==> config.mk <==
export PLATFORM = sky130hd
export DESIGN_NAME = bounded_undo_stack_with_purge_unit
export DESIGN_NICKNAME = d
export VERILOG_FILES = /design/src/sv/ubs_pkg.sv /design/src/sv/bounded_undo_stack_with_purge_unit.sv /design/src/sv/ubs_ctrl.sv /design/src/sv/ubs_dp.sv
export SDC_FILE = /design/constraint.sdc
export NUM_CORES = 2
export LEC_CHECK = 0
export BUFFER_PORTS_ARGS = -buffer_cell sky130_fd_sc_hd__buf_4
export CAP_MARGIN = 0
export CORE_ASPECT_RATIO = 1.1
export CORE_MARGIN = 5
export CORE_UTILIZATION = 50
export CTS_CLUSTER_DIAMETER = 200
export DETAILED_ROUTE_END_ITERATION = 8
export PLACE_DENSITY = 0.72
export SYNTH_ARGS = -nofsm -noshare
export SYNTH_HDL_FRONTEND = slang
export SYNTH_HIERARCHICAL = 1
export SYNTH_SLANG_ARGS = --single-unit
==> constraint.sdc <==
create_clock -name clk -period 10.8 [get_ports clk]
set_input_delay 2.16 -clock clk [delete_from_list [all_inputs] [get_ports clk]]
set_output_delay 2.16 -clock clk [all_outputs]
set_load 0.02 [all_outputs]
==> src/sv/ubs_pkg.sv <==
// ubs_pkg: shared types and constants for the bounded undo stack
// holds the operation codes, controller states and the control/status structs
// no dependencies
package ubs_pkg;

  localparam int KEY_W      = 64;
  localparam int PORT_FLD_W = 16;
  localparam int OCC_W      = 5;
  localparam int CAP_W      = 5;
  localparam int IN_DATA_W  = 96;
  localparam int OUT_DATA_W = 104;

  localparam logic [CAP_W-1:0] CAP_RESET = 5'd16;

  typedef enum logic [1:0] {
    KIND_PUSH  = 2'd0,
    KIND_POP   = 2'd1,
    KIND_PURGE = 2'd2,
    KIND_CLEAR = 2'd3
  } kind_t;

  typedef enum logic [1:0] {
    ST_IDLE,
    ST_EXEC,
    ST_PURGE,
    ST_FINISH
  } state_t;

  typedef struct packed {
    logic load;
    logic push;
    logic pop;
    logic clear;
    logic purge_start;
    logic purge_step;
    logic purge_end;
    logic finish;
  } ubs_cmd_t;

  typedef struct packed {
    kind_t kind;
    logic  slot_free;
    logic  purge_done;
  } ubs_stat_t;

endpackage

==> src/sv/bounded_undo_stack_with_purge_unit.sv <==
// bounded_undo_stack_with_purge_unit: top level of the bounded undo stack
// push, pop and clear pass from the item register through the exec and finish states to the
// result register; a purge adds a walk state that reads one record per cycle through the
// single read port of the record store and compacts the kept records in place
// a new item is taken only once the last one has reached the result register; finish waits for a free result slot
// reset (rst, synchronous): stack empty, capacity 16, no result pending
module bounded_undo_stack_with_purge_unit #(
  parameter int DEPTH       = 16,
  parameter int FOLDER_BITS = 16
) (
  input  logic                              clk,
  input  logic                              rst,
  // capacity register write
  input  logic                              cfg_valid,
  output logic                              cfg_ready,
  input  logic [ubs_pkg::CAP_W-1:0]         cfg_data,
  // incoming item
  input  logic                              s_tvalid,
  output logic                              s_tready,
  // msg_key [63:0], src_folder [79:64], dst_folder [95:80]
  input  logic [ubs_pkg::IN_DATA_W-1:0]     s_tdata,
  // kind [1:0]
  input  logic [1:0]                        s_tuser,
  // result item
  output logic                              m_tvalid,
  input  logic                              m_tready,
  // ok [0], out_key [64:1], out_src [80:65], out_dst [96:81],
  // occupancy [101:97], zero pad [103:102]
  output logic [ubs_pkg::OUT_DATA_W-1:0]    m_tdata
);
  import ubs_pkg::*;

  ubs_cmd_t  cmd;
  ubs_stat_t stat;

  logic                  out_ok;
  logic [KEY_W-1:0]      out_key;
  logic [PORT_FLD_W-1:0] out_src;
  logic [PORT_FLD_W-1:0] out_dst;
  logic [OCC_W-1:0]      out_occ;

  // the user must write the register only while the block is idle; the block does not enforce it, so always take it
  assign cfg_ready = 1'b1;

  // controller: one item at a time, steps through exec, purge walk and finish
  ubs_ctrl u_ctrl (
    .clk      (clk),
    .rst      (rst),
    .s_tvalid (s_tvalid),
    .s_tready (s_tready),
    .stat     (stat),
    .cmd      (cmd)
  );

  // datapath: records live in a ring (head = oldest), so dropping the
  // oldest is a head bump; purge compacts in place, read ahead of write
  ubs_dp #(
    .DEPTH       (DEPTH),
    .FOLDER_BITS (FOLDER_BITS)
  ) u_dp (
    .clk       (clk),
    .rst       (rst),
    .cfg_valid (cfg_valid),
    .cfg_data  (cfg_data),
    .in_kind   (kind_t'(s_tuser)),
    .in_key    (s_tdata[63:0]),
    .in_src    (s_tdata[79:64]),
    .in_dst    (s_tdata[95:80]),
    .cmd       (cmd),
    .stat      (stat),
    .out_valid (m_tvalid),
    .out_ready (m_tready),
    .out_ok    (out_ok),
    .out_key   (out_key),
    .out_src   (out_src),
    .out_dst   (out_dst),
    .out_occ   (out_occ)
  );

  // result packing, lowest field first
  assign m_tdata = {2'b00, out_occ, out_dst, out_src, out_key, out_ok};

endmodule

==> src/sv/ubs_ctrl.sv <==
// ubs_ctrl: sequencing state machine of the undo stack
// issues commands to ubs_dp and reads its status; depends on ubs_pkg
module ubs_ctrl (
  input  logic                clk,
  input  logic                rst,
  input  logic                s_tvalid,
  output logic                s_tready,
  input  ubs_pkg::ubs_stat_t  stat,
  output ubs_pkg::ubs_cmd_t   cmd
);
  import ubs_pkg::*;

  state_t state;
  state_t state_next;

  always_ff @(posedge clk) begin
    if (rst) begin
      state <= ST_IDLE;
    end else begin
      state <= state_next;
    end
  end

  always_comb begin
    state_next = state;
    cmd        = '0;
    s_tready   = 1'b0;
    case (state)
      ST_IDLE: begin
        s_tready = 1'b1;
        if (s_tvalid) begin
          cmd.load   = 1'b1;
          state_next = ST_EXEC;
        end
      end
      ST_EXEC: begin
        case (stat.kind)
          KIND_PUSH: begin
            cmd.push   = 1'b1;
            state_next = ST_FINISH;
          end
          KIND_POP: begin
            cmd.pop    = 1'b1;
            state_next = ST_FINISH;
          end
          KIND_PURGE: begin
            cmd.purge_start = 1'b1;
            state_next      = ST_PURGE;
          end
          default: begin
            cmd.clear  = 1'b1;
            state_next = ST_FINISH;
          end
        endcase
      end
      ST_PURGE: begin
        if (stat.purge_done) begin
          cmd.purge_end = 1'b1;
          state_next    = ST_FINISH;
        end else begin
          cmd.purge_step = 1'b1;
        end
      end
      ST_FINISH: begin
        if (stat.slot_free) begin
          cmd.finish = 1'b1;
          state_next = ST_IDLE;
        end
      end
      default: begin
        state_next = ST_IDLE;
      end
    endcase
  end

endmodule

==> src/sv/ubs_dp.sv <==
// ubs_dp: record storage, ring pointers, purge compaction and result register
// driven by ubs_ctrl commands; depends on ubs_pkg
module ubs_dp #(
  parameter int DEPTH       = 16,
  parameter int FOLDER_BITS = 16
) (
  input  logic                                clk,
  input  logic                                rst,
  input  logic                                cfg_valid,
  input  logic [ubs_pkg::CAP_W-1:0]           cfg_data,
  input  ubs_pkg::kind_t                      in_kind,
  input  logic [ubs_pkg::KEY_W-1:0]           in_key,
  input  logic [ubs_pkg::PORT_FLD_W-1:0]      in_src,
  input  logic [ubs_pkg::PORT_FLD_W-1:0]      in_dst,
  input  ubs_pkg::ubs_cmd_t                   cmd,
  output ubs_pkg::ubs_stat_t                  stat,
  output logic                                out_valid,
  input  logic                                out_ready,
  output logic                                out_ok,
  output logic [ubs_pkg::KEY_W-1:0]           out_key,
  output logic [ubs_pkg::PORT_FLD_W-1:0]      out_src,
  output logic [ubs_pkg::PORT_FLD_W-1:0]      out_dst,
  output logic [ubs_pkg::OCC_W-1:0]           out_occ
);
  import ubs_pkg::*;

  localparam int CW = $clog2(DEPTH + 1);
  localparam int AW = (DEPTH > 1) ? $clog2(DEPTH) : 1;
  localparam int SW = CW + 1;
  localparam int XW = (CW > CAP_W) ? CW : CAP_W;

  function automatic logic [AW-1:0] wrap(input logic [SW-1:0] s);
    logic [SW-1:0] t;
    t = (s >= SW'(DEPTH)) ? s - SW'(DEPTH) : s;
    return t[AW-1:0];
  endfunction

  // record storage
  logic [KEY_W-1:0]       key_mem [DEPTH];
  logic [FOLDER_BITS-1:0] src_mem [DEPTH];
  logic [FOLDER_BITS-1:0] dst_mem [DEPTH];

  logic [CAP_W-1:0]       capacity;
  kind_t                  item_kind;
  logic [KEY_W-1:0]       item_key;
  logic [FOLDER_BITS-1:0] item_src;
  logic [FOLDER_BITS-1:0] item_dst;

  logic [AW-1:0] head;
  logic [CW-1:0] count;
  logic [CW-1:0] rd_ptr;
  logic [CW-1:0] wr_ptr;
  logic          pvalid;
  logic          pop_hit;

  logic [KEY_W-1:0]       rd_key;
  logic [FOLDER_BITS-1:0] rd_src;
  logic [FOLDER_BITS-1:0] rd_dst;

  logic                   we;
  logic [AW-1:0]          waddr;
  logic [KEY_W-1:0]       wkey;
  logic [FOLDER_BITS-1:0] wsrc;
  logic [FOLDER_BITS-1:0] wdst;
  logic                   re;
  logic [AW-1:0]          raddr;

  logic [XW-1:0] cap_x;
  logic [XW-1:0] cap_c;
  logic [CW-1:0] cap_live;
  logic [CW-1:0] drop;
  logic          keep;
  logic          rd_more;

  // capacity clamped into 1..DEPTH
  always_comb begin
    cap_x = XW'(capacity);
    if (cap_x == '0) begin
      cap_c = XW'(1);
    end else if (cap_x > XW'(DEPTH)) begin
      cap_c = XW'(DEPTH);
    end else begin
      cap_c = cap_x;
    end
    cap_live = cap_c[CW-1:0];
    drop     = (count >= cap_live) ? count - cap_live + CW'(1) : '0;
  end

  assign keep    = (rd_src != item_src) && (rd_dst != item_src);
  assign rd_more = (rd_ptr != count);

  always_comb begin
    we    = 1'b0;
    waddr = wrap(SW'(head) + SW'(count));
    wkey  = item_key;
    wsrc  = item_src;
    wdst  = item_dst;
    re    = 1'b0;
    raddr = wrap(SW'(head) + SW'(count) - SW'(1));
    if (cmd.push) begin
      we = 1'b1;
    end
    if (cmd.pop && count != '0) begin
      re = 1'b1;
    end
    if (cmd.purge_step) begin
      re    = rd_more;
      raddr = wrap(SW'(head) + SW'(rd_ptr));
      we    = pvalid && keep;
      waddr = wrap(SW'(head) + SW'(wr_ptr));
      wkey  = rd_key;
      wsrc  = rd_src;
      wdst  = rd_dst;
    end
  end

  always_ff @(posedge clk) begin
    if (we) begin
      key_mem[waddr] <= wkey;
      src_mem[waddr] <= wsrc;
      dst_mem[waddr] <= wdst;
    end
    if (re) begin
      rd_key <= key_mem[raddr];
      rd_src <= src_mem[raddr];
      rd_dst <= dst_mem[raddr];
    end
  end

  always_ff @(posedge clk) begin
    if (cmd.load) begin
      item_kind <= in_kind;
      item_key  <= in_key;
      item_src  <= FOLDER_BITS'(in_src);
      item_dst  <= FOLDER_BITS'(in_dst);
    end
  end

  always_ff @(posedge clk) begin
    if (rst) begin
      capacity <= CAP_RESET;
      head     <= '0;
      count    <= '0;
      rd_ptr   <= '0;
      wr_ptr   <= '0;
      pvalid   <= 1'b0;
      pop_hit  <= 1'b0;
    end else begin
      if (cfg_valid) begin
        capacity <= cfg_data;
      end
      if (cmd.load) begin
        pop_hit <= 1'b0;
      end
      if (cmd.push) begin
        head  <= wrap(SW'(head) + SW'(drop));
        count <= count - drop + CW'(1);
      end
      if (cmd.pop && count != '0) begin
        count   <= count - CW'(1);
        pop_hit <= 1'b1;
      end
      if (cmd.clear) begin
        count <= '0;
      end
      if (cmd.purge_start) begin
        rd_ptr <= '0;
        wr_ptr <= '0;
        pvalid <= 1'b0;
      end
      if (cmd.purge_step) begin
        pvalid <= rd_more;
        if (rd_more) begin
          rd_ptr <= rd_ptr + CW'(1);
        end
        if (pvalid && keep) begin
          wr_ptr <= wr_ptr + CW'(1);
        end
      end
      if (cmd.purge_end) begin
        count <= wr_ptr;
      end
    end
  end

  // result register
  always_ff @(posedge clk) begin
    if (rst) begin
      out_valid <= 1'b0;
    end else if (cmd.finish) begin
      out_valid <= 1'b1;
    end else if (out_ready) begin
      out_valid <= 1'b0;
    end
  end

  always_ff @(posedge clk) begin
    if (cmd.finish) begin
      out_ok  <= (item_kind != KIND_POP) || pop_hit;
      out_key <= pop_hit ? rd_key : '0;
      out_src <= pop_hit ? PORT_FLD_W'(rd_src) : '0;
      out_dst <= pop_hit ? PORT_FLD_W'(rd_dst) : '0;
      out_occ <= OCC_W'(count);
    end
  end

  assign stat.kind       = item_kind;
  assign stat.slot_free  = !out_valid || out_ready;
  assign stat.purge_done = !rd_more && !pvalid;

endmodule

==> metrics.txt <==
outcome completed; dpl ws 4850 ps; Cell Count Post-Placement 7609; Worst Path Required 11460 ps; gpl congestion 0.789; GRT overflow 0; r2r startpoint u_dp/count[2]$_SDFFE_PP0P_; root buf cell clkbuf_16; endpoints failing hold 0; Synth Area in Compound Gates 0.610%; Final nets 5986; R2R depth 15; mux contribution to synthesized area 3.15%; Post-Synth XOR/XNOR Area 0.677%; FF+latch count, synth 1861; Post-synth top cells 1832 x edfxtp_1, 1753 x nand2_1, 1161 x nand3_1; largest family of logic cells by synthesized area simple AND/OR/NAND/NOR gates; vias 45.7k; Reg2Reg Setup Slack 4760 ps; die area 0.157 mm2; Slew Viols, Final 0; Final setup viols 0; Slew @ Worst Pin 1330 ps; Seq/Total Area, Yosys 74.6%; CTS Sinks 1861; DR iter-0 viols 5453; number of global-route vias before repair 44.5k; Final period util 56.0%; DR vias/cell 5.77; DPL Wire Length 87700 um; Unique masters post-synth 59; Die W 378 um; GRT Util Overall 22.9%; HP Class register to register; DR DRC count 0; Final min period 6040 ps; final std cells w/o fill 7928; Final Power 27.3 mW; largest vdd supply drop 0.634 mV; CTS Buf Count 174; Total Wirelength 183000 um; adder-cell share of the synthesized area 0.793%; largest net degree at the start of global routing 237; layout cell share with drive strength beyond 1 12.0%; CP arrival 6710 ps; DR pass1 iterations 6; first-pass GRT wire length 274000 um; Max clock buf depth 3; Setup crit start kind register; clock slew at reported path FFs 60 ps; Synth area leader edfxtp_1; count leader, synth edfxtp_1; Synth Area in Simple Gates 18.2%; Crit Reg-Reg Endpoint u_dp/rd_key[53]$_DFFE_PP_; Clock Skew 29.5 ps; asr flop ratio synth 0%; Post-Syn Area 0.0745 mm2; post-DR wirelength/cell 23.1 um; CP Max Fanout 89; Post-synth EDFFs 1832; max_cap viols 0; H-tree Lvls 4; WHS 498 ps; Post-CTS Resized 0; num rows 148; post-CTS setup buffers 0; num ports 215; CP Class register to register; Initial Util 50.4%; hold_sp u_dp/cap_x[0]$_SDFFE_PP0P_; CTS tree done; Final TNS setup 0 ps; Setup crit end kind register; hold_buf cts 0; max_slew headroom 11.6%; cell mode on critical path buf_4; clk_lat worst skew 820 ps; design area 0.0836 mm2; Core Area 0.148 mm2; Power Dens Cells 327 mW/mm2; yosys synthesis warning count 6; max incr delay on CP 880 ps; input/output buffers 211; Die Y 415 um; Cells after Synth 5722; RSZ-0062 raised after global routing no; Core Util, Final 56.5%; initial antenna violation count 7; Synth top area share 73.8%; Final ANT Viol Nets 0; main flop type after synthesis edfxtp_1; crit-path cells xor2_1 > or3_1 > nor2_1 > nand2b_4 > inv_6 > buf_4 > mux2i_4 > buf_4 > buf_4 > buf_4 > nand2_1 > nand3_1 > nand3_1 > nand2_1 > mux2_1; leakage power 29.7 nW; Crit-path slowest cell buf_4; Avg Synthesized Cell Area 13.0 um2; Area after DPL 0.0780 mm2; Synth area leaders edfxtp_1 74%, nand2_1 8.8%, nand3_1 7.8%; Hold EP u_dp/cap_x[0]$_SDFFE_PP0P_; area growth from synthesis to layout 12.2%; Hold Path Depth 2; FMAX 165 MHz; Final Worst Setup Slack 4760 ps
## critical path, delay by kind of cell (launching register included)
family                 cells  cell delay, ps
multiplexers               2             480
flip-flops                 1             580
buffers and inverters      5            3550
XOR/XNOR                   1             220
AND/OR/NAND/NOR            7             900
## cells in the final DEF (no fill, tap or decap), types with 4 or more instances in the layout
| cell type | instances |
|---|---|
| buf_12 | 11 |
| or3_1 | 4 |
| mux2i_1 | 11 |
| mux2_1 | 40 |
| and2_1 | 99 |
| and3_1 | 4 |
| clkinv_2 | 32 |
| nor3_1 | 9 |
| inv_6 | 9 |
| fa_1 | 7 |
| inv_1 | 27 |
| clkbuf_16 | 176 |
| bufinv_16 | 16 |
| xnor2_1 | 44 |
| mux2_2 | 153 |
| o21ai_0 | 11 |
| nand4_1 | 10 |
| nand2_1 | 1753 |
| clkinv_1 | 45 |
| clkinvlp_4 | 5 |
| dfxtp_1 | 28 |
| a21o_1 | 8 |
| xor2_1 | 10 |
| a21oi_1 | 19 |
| clkbuf_1 | 29 |
| nor3_2 | 16 |
| edfxtp_1 | 1832 |
| ha_1 | 36 |
| nand2b_1 | 6 |
| nand3_1 | 1161 |
| nor2_1 | 28 |
| buf_4 | 268 |
| o211ai_1 | 4 |
## cell type report
| cell class | instances | area [um2] |
|---|---|---|
| fillers | 11400 | 64400 |
| flip-flops and latches | 1861 | 55600 |
| multi-input cells | 3490 | 17600 |
| clock buffers | 205 | 4510 |
| well taps | 1950 | 2440 |
| repair buffers | 279 | 2230 |
| clock inverters | 112 | 1020 |
| inverters | 29 | 114 |
| diodes | 2 | 5.00 |
## power breakdown
| group | switching [mW] | internal (mW) |
|---|---|---|
| logic | 8.03 | 3.65 |
| clock network | 2.62 | 3.37 |
| registers | 0.284 | 9.34 |
## kinds of logic (layout without fill, tap and decap cells)
family / Yosys count / count (layout)
other: 2 / 5
AOI/OAI and AO/OA: 68 / 68
DFF: 1861 / 1861
adders and majority gates: 43 / 43
and+or+nand+nor: 3111 / 3111
xor gates and xnor gates: 56 / 56
buffers and inverters: 372 / 625
muxes: 209 / 209
## sequential cells by signal, indices dropped and copies added, names as in the netlist, 16 cells and up
| signal | cells |
|---|---|
| u_dp/item_dst | 16 |
| u_dp/rd_src | 16 |
| u_dp/item_src | 16 |
| u_dp/out_dst | 16 |
| u_dp/out_src | 16 |
| u_dp/dst_mem | 256 |
| u_dp/src_mem | 256 |
| u_dp/out_key | 64 |
| u_dp/key_mem | 1024 |
| u_dp/rd_key | 64 |
| u_dp/rd_dst | 16 |
| u_dp/item_key | 64 |
## metal layers
metal	global-route usage, %	vias up	share of wire (%)
met5	0	-	0.0071
met4	6.78	2	2.5
met3	4.35	312	9.5
met2	37.1	2230	48
met1	32.0	22500	40
li1	-	20700	-
## worst max-delay path by stage
stage / start / end / slack, ps / cells past startpoint
after detailed placement: u_dp/count[3]$_SDFFE_PP0P_ / u_dp/rd_dst[5]$_DFFE_PP_ / 4850 / 15
after CTS: u_dp/count[3]$_SDFFE_PP0P_ / u_dp/rd_dst[5]$_DFFE_PP_ / 4820 / 15
after floorplan: u_dp/count[3]$_SDFFE_PP0P_ / u_dp/rd_dst[0]$_DFFE_PP_ / 1120 / 11
after global routing: u_dp/count[3]$_SDFFE_PP0P_ / u_dp/rd_key[51]$_DFFE_PP_ / 4420 / 15
final: u_dp/count[2]$_SDFFE_PP0P_ / u_dp/rd_key[53]$_DFFE_PP_ / 4760 / 15
after global placement: u_dp/count[3]$_SDFFE_PP0P_ / u_dp/rd_src[6]$_DFFE_PP_ / 5010 / 15
Note: power is estimated with default switching activity, not from simulation.
